===== src/sv/pzbi_pkg.sv =====
// Package for the polar zone blend indexer.
// Holds widths, latencies, register indexes, the CORDIC step-angle table and the result
// type. Depends on nothing.
package pzbi_pkg;

  localparam int CoordW      = 12;  // pixel row / column
  localparam int CfgW        = 13;  // widest configuration register
  localparam int CfgAddrW    = 2;
  localparam int RcW         = 5;   // radial zone count register
  localparam int AcW         = 7;   // angular zone count register
  localparam int XyW         = 14;  // doubled signed offset from the center
  localparam int SqHalfW     = 26;  // one squared offset
  localparam int SqW         = 28;  // sum of squares, padded to whole bit pairs
  localparam int RootW       = 30;  // floor(sqrt(s << 32))
  localparam int RemW        = 32;  // square-root remainder
  localparam int WgtW        = 4;   // radial scale max(R - 1, 1)
  localparam int NumW        = RootW + WgtW;
  localparam int QuotW       = 20;  // quotient bits kept, the rest folds into overflow
  localparam int DivRemW     = CfgW;
  localparam int FracW       = 16;
  localparam int AngW        = 24;
  localparam int CordicSteps = 20;
  localparam int CordicW     = 37;
  localparam int CordicScale = 20;  // inputs scaled by 2^20
  localparam int TqW         = FracW + AcW;
  localparam int RIdxW       = 4;
  localparam int TIdxW       = 6;
  localparam int ZoneW       = 10;
  localparam int ZoneProdW   = RIdxW + AcW;
  localparam int AngDly      = 32;  // aligns the angle path with the radial path
  localparam int PipeDepth   = 57;

  localparam logic [RcW-1:0] MaxRadial  = 5'd16;
  localparam logic [AcW-1:0] MaxAngular = 7'd64;

  localparam logic [CfgAddrW-1:0] RegImageRows  = 2'd0;
  localparam logic [CfgAddrW-1:0] RegImageCols  = 2'd1;
  localparam logic [CfgAddrW-1:0] RegRadialCnt  = 2'd2;
  localparam logic [CfgAddrW-1:0] RegAngularCnt = 2'd3;

  // step angles in units of 2^-24 turn
  localparam logic [AngW-1:0] CordicAngle [CordicSteps] = '{
    24'd2097152, 24'd1238021, 24'd654136, 24'd332050, 24'd166669,
    24'd83416,   24'd41718,   24'd20860,  24'd10430,  24'd5215,
    24'd2608,    24'd1304,    24'd652,    24'd326,    24'd163,
    24'd81,      24'd41,      24'd20,     24'd10,     24'd5
  };

  typedef struct packed {
    logic [TIdxW-1:0] t_lo;
    logic [TIdxW-1:0] t_hi;
    logic [FracW-1:0] t_wt;
  } ang_t;

  // first field in the highest bits
  typedef struct packed {
    logic [FracW-1:0] angular_weight;
    logic [FracW-1:0] radial_weight;
    logic [ZoneW-1:0] zone_outer_after;
    logic [ZoneW-1:0] zone_inner_after;
    logic [ZoneW-1:0] zone_outer_before;
    logic [ZoneW-1:0] zone_inner_before;
  } result_t;

endpackage


===== src/sv/pzbi_div.sv =====
// Pipelined restoring divider: low 20 quotient bits of num / m plus an overflow flag.
// Depends on pzbi_pkg.
module pzbi_div (
  input  logic                        clk_i,
  input  logic                        en_i,
  input  logic [pzbi_pkg::NumW-1:0]   num_i,
  input  logic [pzbi_pkg::CfgW-1:0]   m_i,
  output logic                        ovf_o,
  output logic [pzbi_pkg::QuotW-1:0]  quot_o
);
  import pzbi_pkg::*;

  localparam int HiW = NumW - QuotW;

  logic                 ovf_q  [QuotW+1];
  logic [DivRemW-1:0]   rem_q  [QuotW+1];
  logic [QuotW-1:0]     low_q  [QuotW+1];
  logic [QuotW-1:0]     quot_q [QuotW+1];

  // quotient of 2^20 or more: flag it and drop the high bits
  always_ff @(posedge clk_i) begin
    if (en_i) begin
      ovf_q[0]  <= num_i[NumW-1:QuotW] >= HiW'(m_i);
      rem_q[0]  <= num_i[QuotW +: DivRemW];
      low_q[0]  <= num_i[QuotW-1:0];
      quot_q[0] <= '0;
    end
  end

  for (genvar k = 0; k < QuotW; k++) begin : g_step
    logic [DivRemW:0] cand;
    logic [DivRemW:0] diff;
    logic             ge;

    assign cand = {rem_q[k], low_q[k][QuotW-1-k]};
    assign diff = cand - {1'b0, m_i};
    assign ge   = cand >= {1'b0, m_i};

    always_ff @(posedge clk_i) begin
      if (en_i) begin
        ovf_q[k+1]  <= ovf_q[k];
        low_q[k+1]  <= low_q[k];
        rem_q[k+1]  <= ge ? diff[DivRemW-1:0] : cand[DivRemW-1:0];
        quot_q[k+1] <= {quot_q[k][QuotW-2:0], ge};
      end
    end
  end

  assign ovf_o  = ovf_q[QuotW];
  assign quot_o = quot_q[QuotW];

endmodule


===== config.mk =====
export PLATFORM = sky130hd
export DESIGN_NAME = pzbi_div
export DESIGN_NICKNAME = d
export VERILOG_FILES = /design/src/sv/pzbi_pkg.sv /design/src/sv/pzbi_div.sv
export SDC_FILE = /design/constraint.sdc
export NUM_CORES = 1
export LEC_CHECK = 0
export BUFFER_PORTS_ARGS = -buffer_cell sky130_fd_sc_hd__clkbuf_2
export CORE_MARGIN = 3
export CORE_UTILIZATION = 30
export CTS_CLUSTER_SIZE = 16
export DETAILED_ROUTE_END_ITERATION = 7
export PLACE_DENSITY = 0.5
export REMOVE_ABC_BUFFERS = 1
export SLEW_MARGIN = 20
export SYNTH_ARGS = -nofsm -noshare
export SYNTH_HDL_FRONTEND = slang
export SYNTH_SLANG_ARGS = --single-unit
export TNS_END_PERCENT = 100

===== constraint.sdc =====
create_clock -name clk_i -period 2.8 [get_ports clk_i]
set_input_delay 0 -clock clk_i [delete_from_list [all_inputs] [get_ports clk_i]]
set_output_delay 0 -clock clk_i [all_outputs]
set_load 0.03 [all_outputs]

* Yosys cells after proc, flatten, opt, wreduce, memory -nomap -nowiden
Memories as Yosys holds them, arrays and structs flattened. Cells that the tools add are included.
Operators by class: $add $sub $neg 20, magnitude comparators 21, muxes and demuxes 22
Operator list (count):
- $ge 14x13->1 | 21
- $mux 13 | 20
- $sub 13x13->13 | 20
- $mux 1 | 2
Word-level totals: bits in registers 0, memory bits (writable) 1134, bits of input ports 49, output and inout bits 21, memories kept 4
Memory list:
- low_q | words 21, bits a word 20, read ports 20, clocked after memory_dff 0, wr ports 21, line pzbi_div.sv:17 | logic [QuotW-1:0] low_q [QuotW+1];
- quot_q | words 21, bits a word 20, read ports 21, clocked after memory_dff 0, wr ports 21, line pzbi_div.sv:18 | logic [QuotW-1:0] quot_q [QuotW+1];
- rem_q | words 21, bits a word 13, read ports 20, clocked after memory_dff 0, wr ports 21, line pzbi_div.sv:16 | logic [DivRemW-1:0] rem_q [QuotW+1];
- ovf_q | words 21, bits a word 1, read ports 21, clocked after memory_dff 0, wr ports 21, line pzbi_div.sv:15 | logic ovf_q [QuotW+1];

* Depth between registers and ports, before layout
depth in word-level cells 2, gate-level depth with buffers 11

* Worst setup path after synthesis
No wires, ideal clock.
path type reg-to-reg, start point mem low_q[2][17], in the netlist low_q[0][57], end point mem rem_q[0][49] in the netlist's numbering, data pin, library setup time 260 ps, data arrival time 2384 ps, setup slack 157 ps, cell stages (with the launch flop) 11, buffers on the path 1, period minus slack after synthesis 2643 ps, cells stage by stage edfxtp_1 -> inv_1 -> ha_1 -> fa_1 -> nand2b_1 -> a21oi_1 -> a211oi_1 -> o31a_1 -> a21oi_4 -> buf_6 -> mux2_2
RTL lines (line):
- from (decl) | pzbi_div.sv:17
- to (decl) | pzbi_div.sv:16

==> metrics.md <==
| Metric | Value |
|---|---|
| Global placement routability congestion | 0.8295 |
| Power Total | 48.71 mW |
| Yosys reg bits | 701 |
| Core Area | 0.1184 mm² |
| WP data arrival | 3070 ps |
| DR vias | 21541 |
| GR Overflow Total | 0 |
| HP Class | in -> reg |
| Worst setup EP type | register |
| Netlist cell types | 75 |
| Hold Vio Cnt, Final | 0 |
| Relative slew slack | 44.49% |
| Final Non-Filler Cells | 4630 |
| DRT antenna net count | 0 |
| CTS tree | yes |
| Total number of yosys warnings | 0 |
| Hold path cells | 2 |
| Slew @ Worst Pin | 832.7 ps |
| Crit-path max FO | 15 |
| Num CTS Buffers | 84 |
| Max Root-Sink Buffers | 3 |
| Die Wd | 351.7 µm |
| Static Leak | 16.33 nW |
| Post-layout net count | 3305 |
| First-pass GRT wire length | 119200 µm |
| Cells after DPL | 4418 |
| Status | finished clean |
| Worst-Skew Late Latency | 650 ps |
| CTS Root Cell | clkbuf_16 |
| Synth Area per Inst | 13.74 µm² |
| CP Launch Type | register |
| VDD IR max | 0.4689 mV |
| Min Tclk post-route | 2691 ps |
| Mapped Area | 0.03585 mm² |
| Num ports | 70 |
| Largest net degree at the start of global routing | 77 |
| Post-synthesis async set-or-reset flop share | 0% |
| Layout cells sized above 1 | 20.03% |
| Reg clk slew, reported paths | 60 ps |
| Starting Density | 30.28% |
| Tcrit/Tclk final | 96.10% |
| 1st-iter DRT viols | 1367 |
| Global Route Usage Sum | 12.20% |
| First drt pass iteration count | 5 |
| H-Tree Depth | 3 |
| Post-synth EDFFs | 701 |
| HPWL Detailed | 51410 µm |
| Post-Synthesis Cells | 2609 |
| Vias per cell | 4.652 |
| Wire per inst | 16.34 µm |
| WL final | 75640 µm |
| Final setup viols | 0 |
| Vias in the first global route | 21615 |
| Antenna cells | 0 |
| Clock Skew | 25.98 ps |
| Final Max Tran Viols | 0 |
| Req. time, crit path | 3180 ps |
| R2r worst-path depth | 10 |
| Top FF cell, synth | edfxtp_1 |
| Row count | 126 |
| Area grow syn2layout | 19.88% |
| Chip Height | 351.7 µm |
| Power Dens Cells | 1133 mW/mm² |
| Residual DRC count | 0 |
| Fin util | 36.30% |
| Fmax | 0.3716 GHz |
| IO Port Bufs | 69 |
| Die area | 0.1237 mm² |
| Sink Count | 701 |
| Maxcap violations | 0 |
| Part of the Yosys area used for sequential elements | 58.71% |
| Initial antenna violation count | 2 |
| Kind of critical path | reg -> reg |
[power breakdown]
group / total [mW] / internal [mW] / switching, mW
logic: 21.2 / 10.8 / 10.4
clock network: 10.8 / 6.37 / 4.40
registers: 16.7 / 15.4 / 1.29
total: 48.7 / 32.6 / 16.1
[Yosys cell counts, types with 24 or more instances]
cell | instances | area share, %
nand2b_1 | 24 | 0.42
nor3_1 | 44 | 0.61
ha_1 | 273 | 9.5
o21ai_0 | 109 | 1.5
nand3_1 | 29 | 0.40
edfxtp_1 | 701 | 59
nor2b_1 | 43 | 0.75
nand2_1 | 140 | 1.5
a21oi_1 | 192 | 2.7
nor2_1 | 186 | 1.9
mux2_2 | 154 | 4.8
inv_1 | 81 | 0.85
a21o_1 | 44 | 0.92
o21a_1 | 59 | 1.2
nand4_1 | 34 | 0.59
xnor2_1 | 108 | 2.6
xor2_1 | 76 | 1.9
[layout make-up]
cell class / instances / area (µm²)
clock buffers: 100 / 2205
clock inverters: 52 / 495.5
fillers: 11360 / 75420
inverters: 81 / 304.0
multi-input cells: 1806 / 14380
flip-flops and latches: 701 / 21050
well taps: 1600 / 2002
repair buffers: 290 / 2544
[per-layer routing]
metal	vias up	global-route usage, %	part of all wire, %
met1	10288	16.43	47
met5	-	0	0.016
li1	10790	-	-
met4	2	3.647	2.7
met2	332	20.00	47
met3	129	2.251	3.9
[sequential cells by signal, summed over array words and instances (netlist names)]
register	cells
rem_q	260
ovf_q	21
quot_q	210
low_q	210
[critical path: stages (launching register included)]
cell and delay (ps):
edfxtp_1 340, inv_1 40, ha_1 200, fa_1 410
nor2b_1 160, o31a_1 190, o31a_1 190, o21ai_1 120
a31oi_2 240, buf_12 180, mux2_2 340
[per-stage QoR]
step                      worst slack, ps  TNS [ps]  area, µm²  hold slack, ps
after floorplan                    -563.9     -5951      35620           98.87
after global placement              4.669         0      39620           176.3
after detailed placement            5.062         0      39620           178.7
after CTS                           5.532         0      42700           10.22
after global routing               -12.24    -50.00      42980           35.36
final                               109.2         0      42980           75.62
[final timing paths]
check,slack [ps],startpoint,endpoint
setup / recovery,110,low_q[4][22],rem_q[4][31]
hold / removal,80,num_i[19],low_q[0][19]
setup reg to reg,110,low_q[4][22],rem_q[4][31]
hold reg to reg,400,low_q[0][53],low_q[0][73]
[cells in the final DEF (no fill, tap or decap), types with 12 or more instances in the layout]
cell type and instances:
edfxtp_1 701, ha_1 273, a21oi_1 189, nor2_1 186, mux2_2 154, buf_4 150
nand2_1 140, xnor2_1 108, o21ai_0 107, clkbuf_16 86, inv_1 81, xor2_1 76
clkbuf_2 68, o21a_1 59, a21o_1 44, nor3_1 44, nor2b_1 41, dlygate4sd3_1 35
buf_12 35, nand4_1 34, nand3_1 29, nand2b_1 24, mux2i_1 23, a211oi_1 19
clkinv_1 19, clkbuf_1 14, a31oi_1 13, o211ai_1 13, o21bai_1 13, fa_1 13
clkinv_2 13, o211a_1 12, and2_1 12
[logic make-up after synthesis]
family | share of synthesized area (%)
DFF | 58.71
muxes | 6.191
adders and majority gates | 10.59
AOI/OAI and AO/OA | 11.30
buffers and inverters | 1.497
xor gates and xnor gates | 4.495
and+or+nand+nor | 7.213
[timing repair]
action	4_1_cts	5_1_grt
cloned	0	4
setup buffers	4	17
endpoints found under the hold margin	83	0
resized for setup	1	19
endpoints found under the setup margin	12	124
pin swaps	2	18
hold buffers	35	0
No activity file was read; power rests on OpenSTA's default activity.
