File: config.mk
export PLATFORM = sky130hd
export DESIGN_NAME = pzbi_sqrt
export DESIGN_NICKNAME = d
export VERILOG_FILES = /design/src/sv/pzbi_pkg.sv /design/src/sv/pzbi_sqrt.sv
export SDC_FILE = /design/constraint.sdc
export NUM_CORES = 2
export LEC_CHECK = 0
export BUFFER_PORTS_ARGS = -buffer_cell sky130_fd_sc_hd__buf_4
export CAP_MARGIN = 10
export CORE_UTILIZATION = 60
export CTS_CLUSTER_SIZE = 12
export DETAILED_ROUTE_END_ITERATION = 16
export GPL_TIMING_DRIVEN = 0
export PLACE_DENSITY = 0.83
export SLEW_MARGIN = 20
export SYNTH_ARGS = -nofsm -noshare
export SYNTH_HDL_FRONTEND = slang
export SYNTH_SLANG_ARGS = --single-unit
export TNS_END_PERCENT = 100
File: constraint.sdc
create_clock -name clk_i -period 9 [get_ports clk_i]
set_input_delay 0.9 -clock clk_i [delete_from_list [all_inputs] [get_ports clk_i]]
set_output_delay 0.9 -clock clk_i [all_outputs]
set_load 0.005 [all_outputs]
File: src/sv/pzbi_pkg.sv
// Package for the polar zone blend indexer.
// Holds widths, latencies, register indexes, the CORDIC step-angle table and the result
// type. Depends on nothing.
package pzbi_pkg;

  localparam int CoordW      = 12;  // pixel row / column
  localparam int CfgW        = 13;  // widest configuration register
  localparam int CfgAddrW    = 2;
  localparam int RcW         = 5;   // radial zone count register
  localparam int AcW         = 7;   // angular zone count register
  localparam int XyW         = 14;  // doubled signed offset from the center
  localparam int SqHalfW     = 26;  // one squared offset
  localparam int SqW         = 28;  // sum of squares, padded to whole bit pairs
  localparam int RootW       = 30;  // floor(sqrt(s << 32))
  localparam int RemW        = 32;  // square-root remainder
  localparam int WgtW        = 4;   // radial scale max(R - 1, 1)
  localparam int NumW        = RootW + WgtW;
  localparam int QuotW       = 20;  // quotient bits kept, the rest folds into overflow
  localparam int DivRemW     = CfgW;
  localparam int FracW       = 16;
  localparam int AngW        = 24;
  localparam int CordicSteps = 20;
  localparam int CordicW     = 37;
  localparam int CordicScale = 20;  // inputs scaled by 2^20
  localparam int TqW         = FracW + AcW;
  localparam int RIdxW       = 4;
  localparam int TIdxW       = 6;
  localparam int ZoneW       = 10;
  localparam int ZoneProdW   = RIdxW + AcW;
  localparam int AngDly      = 32;  // aligns the angle path with the radial path
  localparam int PipeDepth   = 57;

  localparam logic [RcW-1:0] MaxRadial  = 5'd16;
  localparam logic [AcW-1:0] MaxAngular = 7'd64;

  localparam logic [CfgAddrW-1:0] RegImageRows  = 2'd0;
  localparam logic [CfgAddrW-1:0] RegImageCols  = 2'd1;
  localparam logic [CfgAddrW-1:0] RegRadialCnt  = 2'd2;
  localparam logic [CfgAddrW-1:0] RegAngularCnt = 2'd3;

  // step angles in units of 2^-24 turn
  localparam logic [AngW-1:0] CordicAngle [CordicSteps] = '{
    24'd2097152, 24'd1238021, 24'd654136, 24'd332050, 24'd166669,
    24'd83416,   24'd41718,   24'd20860,  24'd10430,  24'd5215,
    24'd2608,    24'd1304,    24'd652,    24'd326,    24'd163,
    24'd81,      24'd41,      24'd20,     24'd10,     24'd5
  };

  typedef struct packed {
    logic [TIdxW-1:0] t_lo;
    logic [TIdxW-1:0] t_hi;
    logic [FracW-1:0] t_wt;
  } ang_t;

  // first field in the highest bits
  typedef struct packed {
    logic [FracW-1:0] angular_weight;
    logic [FracW-1:0] radial_weight;
    logic [ZoneW-1:0] zone_outer_after;
    logic [ZoneW-1:0] zone_inner_after;
    logic [ZoneW-1:0] zone_outer_before;
    logic [ZoneW-1:0] zone_inner_before;
  } result_t;

endpackage

File: src/sv/pzbi_sqrt.sv
// Pipelined floor square root of (s << 32), one result bit per stage.
// Depends on pzbi_pkg.
module pzbi_sqrt (
  input  logic                        clk_i,
  input  logic                        en_i,
  input  logic [pzbi_pkg::SqW-1:0]    s_i,
  output logic [pzbi_pkg::RootW-1:0]  root_o
);
  import pzbi_pkg::*;

  logic [RemW-1:0]  rem_q  [RootW];
  logic [RootW-1:0] root_q [RootW];
  logic [SqW-1:0]   s_q    [RootW];

  for (genvar k = 0; k < RootW; k++) begin : g_step
    localparam int Bit = RootW - 1 - k;
    logic [RemW-1:0]  rem_in;
    logic [RootW-1:0] root_in;
    logic [SqW-1:0]   s_in;
    logic [1:0]       pair;
    logic [RemW+1:0]  cand;
    logic [RemW+1:0]  trial;
    logic [RemW+1:0]  diff;

    if (k == 0) begin : g_first
      assign rem_in  = '0;
      assign root_in = '0;
      assign s_in    = s_i;
    end else begin : g_next
      assign rem_in  = rem_q[k-1];
      assign root_in = root_q[k-1];
      assign s_in    = s_q[k-1];
    end

    // low 32 bits of the radicand are zero
    if (Bit >= FracW) begin : g_pair
      assign pair = s_in[2*(Bit-FracW) +: 2];
    end else begin : g_zero
      assign pair = 2'b00;
    end

    assign cand  = {rem_in, pair};
    assign trial = {2'b00, root_in, 2'b01};
    assign diff  = cand - trial;

    always_ff @(posedge clk_i) begin
      if (en_i) begin
        s_q[k] <= s_in;
        if (cand >= trial) begin
          rem_q[k]  <= diff[RemW-1:0];
          root_q[k] <= {root_in[RootW-2:0], 1'b1};
        end else begin
          rem_q[k]  <= cand[RemW-1:0];
          root_q[k] <= {root_in[RootW-2:0], 1'b0};
        end
      end
    end
  end

  assign root_o = root_q[RootW-1];

endmodule

### After elaboration in Yosys (flattened, before gate mapping)

Memories as Yosys holds them, arrays and structs flattened.
Index checks and enable logic that the tools add are counted.

* flip-flop bits (word level): 0
* RAM bits: 2700
* input port bits: 30
* output and inout bits: 30
* word-level logic and storage cells: 365
* memories: 3

Memory list
* rem_q: depth 30, bits a word 32, read ports 29, clocked after Yosys merged registers in 0, wr ports 30, RTL line pzbi_sqrt.sv:11 `logic [RemW-1:0] rem_q [RootW];`
* root_q: depth 30, bits a word 30, read ports 30, clocked after Yosys merged registers in 0, wr ports 30, RTL line pzbi_sqrt.sv:12 `logic [RootW-1:0] root_q [RootW];`
* s_q: depth 30, bits a word 28, read ports 29, clocked after Yosys merged registers in 0, wr ports 30, RTL line pzbi_sqrt.sv:13 `logic [SqW-1:0] s_q [RootW];`

* $add $sub $neg: 30
* magnitude comparators: 30
* multiplexer cells: 242
* bitwise logic cells: 60

Operators with widths (count)
* >= comparator 34 x 32 -> 1 bit: 29
* 2-to-1 mux 32 bit: 30
* subtractor 32 bit: 29
* 2-to-1 mux 30 bit: 30
* 2-to-1 mux 1 bit: 182
* OR 1 bit: 60
* subtractor 2 x 1 -> 3 bit (second input constant): 1
* >= comparator 2 x 1 -> 1 bit (second input constant): 1

### Logic depth before layout (Yosys ltp)

An unclocked memory read counts as a cell.

* depth in word-level cells: 6
* depth in mapped cells: 16
* gate-level depth less buffers: 14

### Worst setup path before layout

Ideal clock, no wire load.

* path type: reg2reg
* start point: memory rem_q[15][1], in the netlist rem_q[0][481]
* end point: memory rem_q[16][11], in the netlist rem_q[1][11], data pin
* setup time: 0.271 ns
* arrival time: 3.856 ns
* data required time: 8.729 ns
* setup slack: 4.873 ns
* stages on the path, launching flop included: 15
* path buffers: 2
* path through: edfxtp_1 inv_1 ha_1 fa_1 a21o_1 a21o_1 a2111oi_0 o21ai_0 a2111oi_0 nor3_1 or3b_2 clkbuf_1 buf_1 nand2_1 o22ai_1

RTL lines (RTL line)
* start, declared: pzbi_sqrt.sv:11

==> results_dict.tcl <==
set metrics [dict create \
    synth_top_area_share_pct 57.3 \
    nFillCells 9305 \
    path_clk_slew_ns 0.06 \
    power_frac_seq_pct 47.0 \
    p_int_uw 14700 \
    relSlewSlack_pct 26.5 \
    ys_warn_count 0 \
    area_growth_pct 10.2 \
    cts_buffer_depth 3 \
    synth_nets 7352 \
    post-place-ws_ns 3.26 \
    cp_max_fo 11 \
    layout-drive-gt1-share_pct 6.60 \
    synth-edff-count 1514 \
    cts_setup_buffers 0 \
    tightest_slew_ns 1.09 \
    ioPinCount 60 \
    ys_seq_elements 1515 \
    holdWs_ns 0.285 \
    max_cap_violations 0 \
    first_pass_iters 8 \
    syn_inst 6841 \
    antenna_cells 0 \
    min_period_over_period_pct 58.5 \
    grt_pass1_wl_um 267000 \
    switchingPower_uw 6150 \
    combPwrFrac_pct 23.7 \
    cts_tree "done" \
    rsz0062_at_grt "false" \
    slew_viol_final 0 \
    overflow 0 \
    place.gp.congestion 0.924 \
    ctsResizeCount 0 \
    first_global_vias 52400 \
    crit_slowest_cell "o31ai_1" \
    worst_slack_ns 3.74 \
    ys_top_cells_by_area "edfxtp_1, ha_1, xnor2_1" \
    crit_path_end_kind "register" \
    finalHoldViolations 0 \
    viasPerCell 5.92 \
    hpwl_um 125000 \
    cts_root_buf "clkbuf_16" \
    core.rowCount 133 \
    p_leak_uw 0.0340 \
    htree_levels 4 \
    antenna_found_initial 1 \
    grt_max_degree 111 \
    status "finished, final reports clean" \
    peakVddDrop_mv 0.231 \
    min_path_type "input pin to register" \
    cpPeakStageDelay_ns 0.73 \
    clock_latency_ns 0.79 \
    grt_usage_pct 24.8 \
    antenna_left 0 \
    wl_per_cell_um 18.7 \
    coreArea_um2 131000 \
    nets 7600 \
    holdBufCountCts 0 \
    final_cell_count_no_fill 8947 \
    fin_setup_tns_ns 0 \
    die_w_um 366 \
    die_area_um2 134000 \
    clock_skew_ns 0.0283 \
    die_h_um 366 \
    worstSetupPathType "register to register" \
    path_cells "inv_1 > ha_1 > inv_1 > fa_1 > nor2b_1 > o2111ai_1 > and3_1 > o31ai_1 > a311oi_1 > o21ai_0 > a21o_1 > clkbuf_1 > clkbuf_1 > a21oi_1" \
    drt_wl_total_um 167000 \
    fin_crit_ns 5.26 \
    dp.cells 8683 \
    fmax_ghz 0.190 \
    async_reset_ff_share_pct 0 \
    synth_top_flop_cell "edfxtp_1" \
    portBuffers 59 \
    required_ns 9.49 \
    synth_largest_area_cell "edfxtp_1" \
    power_frac_clock_pct 29.3 \
    start_util_pct 60.4 \
    cts-buffers-inserted 159 \
    p_sw_share_pct 29.4 \
    finalSetupViolCount 0 \
    powerDensity_nw_per_um2 239 \
    ys_types 85 \
    startpoint_type "register" \
    crit_arrival_ns 5.76 \
    cts_sinks 1515 \
    syn_area_per_cell_um2 11.6 \
    yosysSeqAreaShare_pct 57.3 \
    syn-cell-area_um2 79400 \
    drc 0 \
    vias 52900 \
    final_util_pct 66.5 \
    drt-initial-drc-count 4252 \
]
[area by class of cell]
class / count / area, um2 / area share (%)
multi-input combinational: 4563 / 31100 / 35.5
inverter: 614 / 2300 / 2.63
timing repair buffer: 87 / 1020 / 1.16
buffer: 149 / 626 / 0.715
clock inverter: 60 / 538 / 0.615
sequential: 1515 / 45500 / 52.0
tap: 1755 / 2200 / 2.51
clock buffer: 204 / 4240 / 4.85
[cells in the final DEF, fill, tap and decap left out, drive strengths merged, types with 36 or more instances in the layout]
cell    Yosys  layout
a21o      170     170
o21a       91      91
a21oi     402     402
and3       42      42
clkbuf    139     343
o31ai      47      47
or3        81      81
mux2       67      67
nor2      450     450
nand3     112     112
buf        10      97
clkinv      1      45
inv       613     621
o21bai     37      37
o21ai     408     408
or4        60      60
a211oi     36      36
edfxtp   1514    1514
nand4      36      36
nor2b      75      75
nor4      106     106
nand2     546     546
xnor2     334     334
or2        44      44
ha        466     466
nor3      182     182
nand2b    105     105
xor2      331     331
[cell usage after synthesis, drive strengths merged (37+ instances only)]
library cell	number
nand2b	105
or4	60
or3	81
and3	42
a21oi	402
edfxtp	1514
xor2	331
xnor2	334
inv	613
nand3	112
a21o	170
mux2	67
ha	466
o31ai	47
or2	44
nor4	106
nor2	450
nor3	182
o21bai	37
o21ai	408
o21a	91
nor2b	75
clkbuf	139
nand2	546
[state kept, by name, indices dropped and copies added (netlist names)]
name,flops
s_q,182
root_q,450
rem_q,883
[final timing paths]
| path | start | end | slack [ns] | cells past startpoint |
|---|---|---|---|---|
| worst max register to register | rem_q[1][257] | rem_q[1][300] | 3.74 | 14 |
| worst min register to register | s_q[0][84] | s_q[0][112] | 0.41 | 0 |
| worst max-delay path | rem_q[1][257] | rem_q[1][300] | 3.74 | 14 |
| worst min-delay path | s_i[14] | s_q[0][14] | 0.28 | 1 |
[stage by stage]
stage | total power (uW) | area [um2]
floorplan | 13500 | 79400
global placement | 14600 | 82000
detailed placement | 14800 | 82700
CTS | 21000 | 87500
global route | 21900 | 87500
finish | 20900 | 87500
[worst max-delay path: cells and delay by family (launching register included)]
family | cells | cell delay, ns
AOI/OAI and AO/OA | 6 | 2.06
adders and majority gates | 2 | 0.63
buffers and inverters | 4 | 1.41
DFF | 1 | 0.45
and+or+nand+nor | 2 | 0.40
[metal layers]
layer	vias up	global-route usage [%]	wire [um]
li1	25400	-	-
met1	25500	29.2	65300
met2	1656	44.2	85900
met3	486	3.66	8390
met4	0	11.7	7790
met5	-	0	0
[logic make-up after synthesis]
kind of cell    Yosys count  share of synthesized area, %
simple gates           1954                          12.2
flops                  1515                          57.3
compound gates         1378                          10.7
buf+inv                 763                          3.62
xor+xnor                665                          7.34
fa+ha+maj               481                          7.72
mux                      85                          1.18
[power groups by stage]
| stage | Sequential, uW | Combinational (uW) | Clock, uW |
|---|---|---|---|
| 2_1_floorplan | 9650 | 3810 | 0 |
| 3_5_place_dp | 9940 | 4860 | 0 |
| 4_1_cts | 9810 | 4910 | 6230 |
| 3_3_place_gp | 9940 | 4690 | 0 |
| 5_1_grt | 9900 | 5510 | 6500 |
| 6_report | 9820 | 4950 | 6130 |
(Power assumes the default switching activity.)
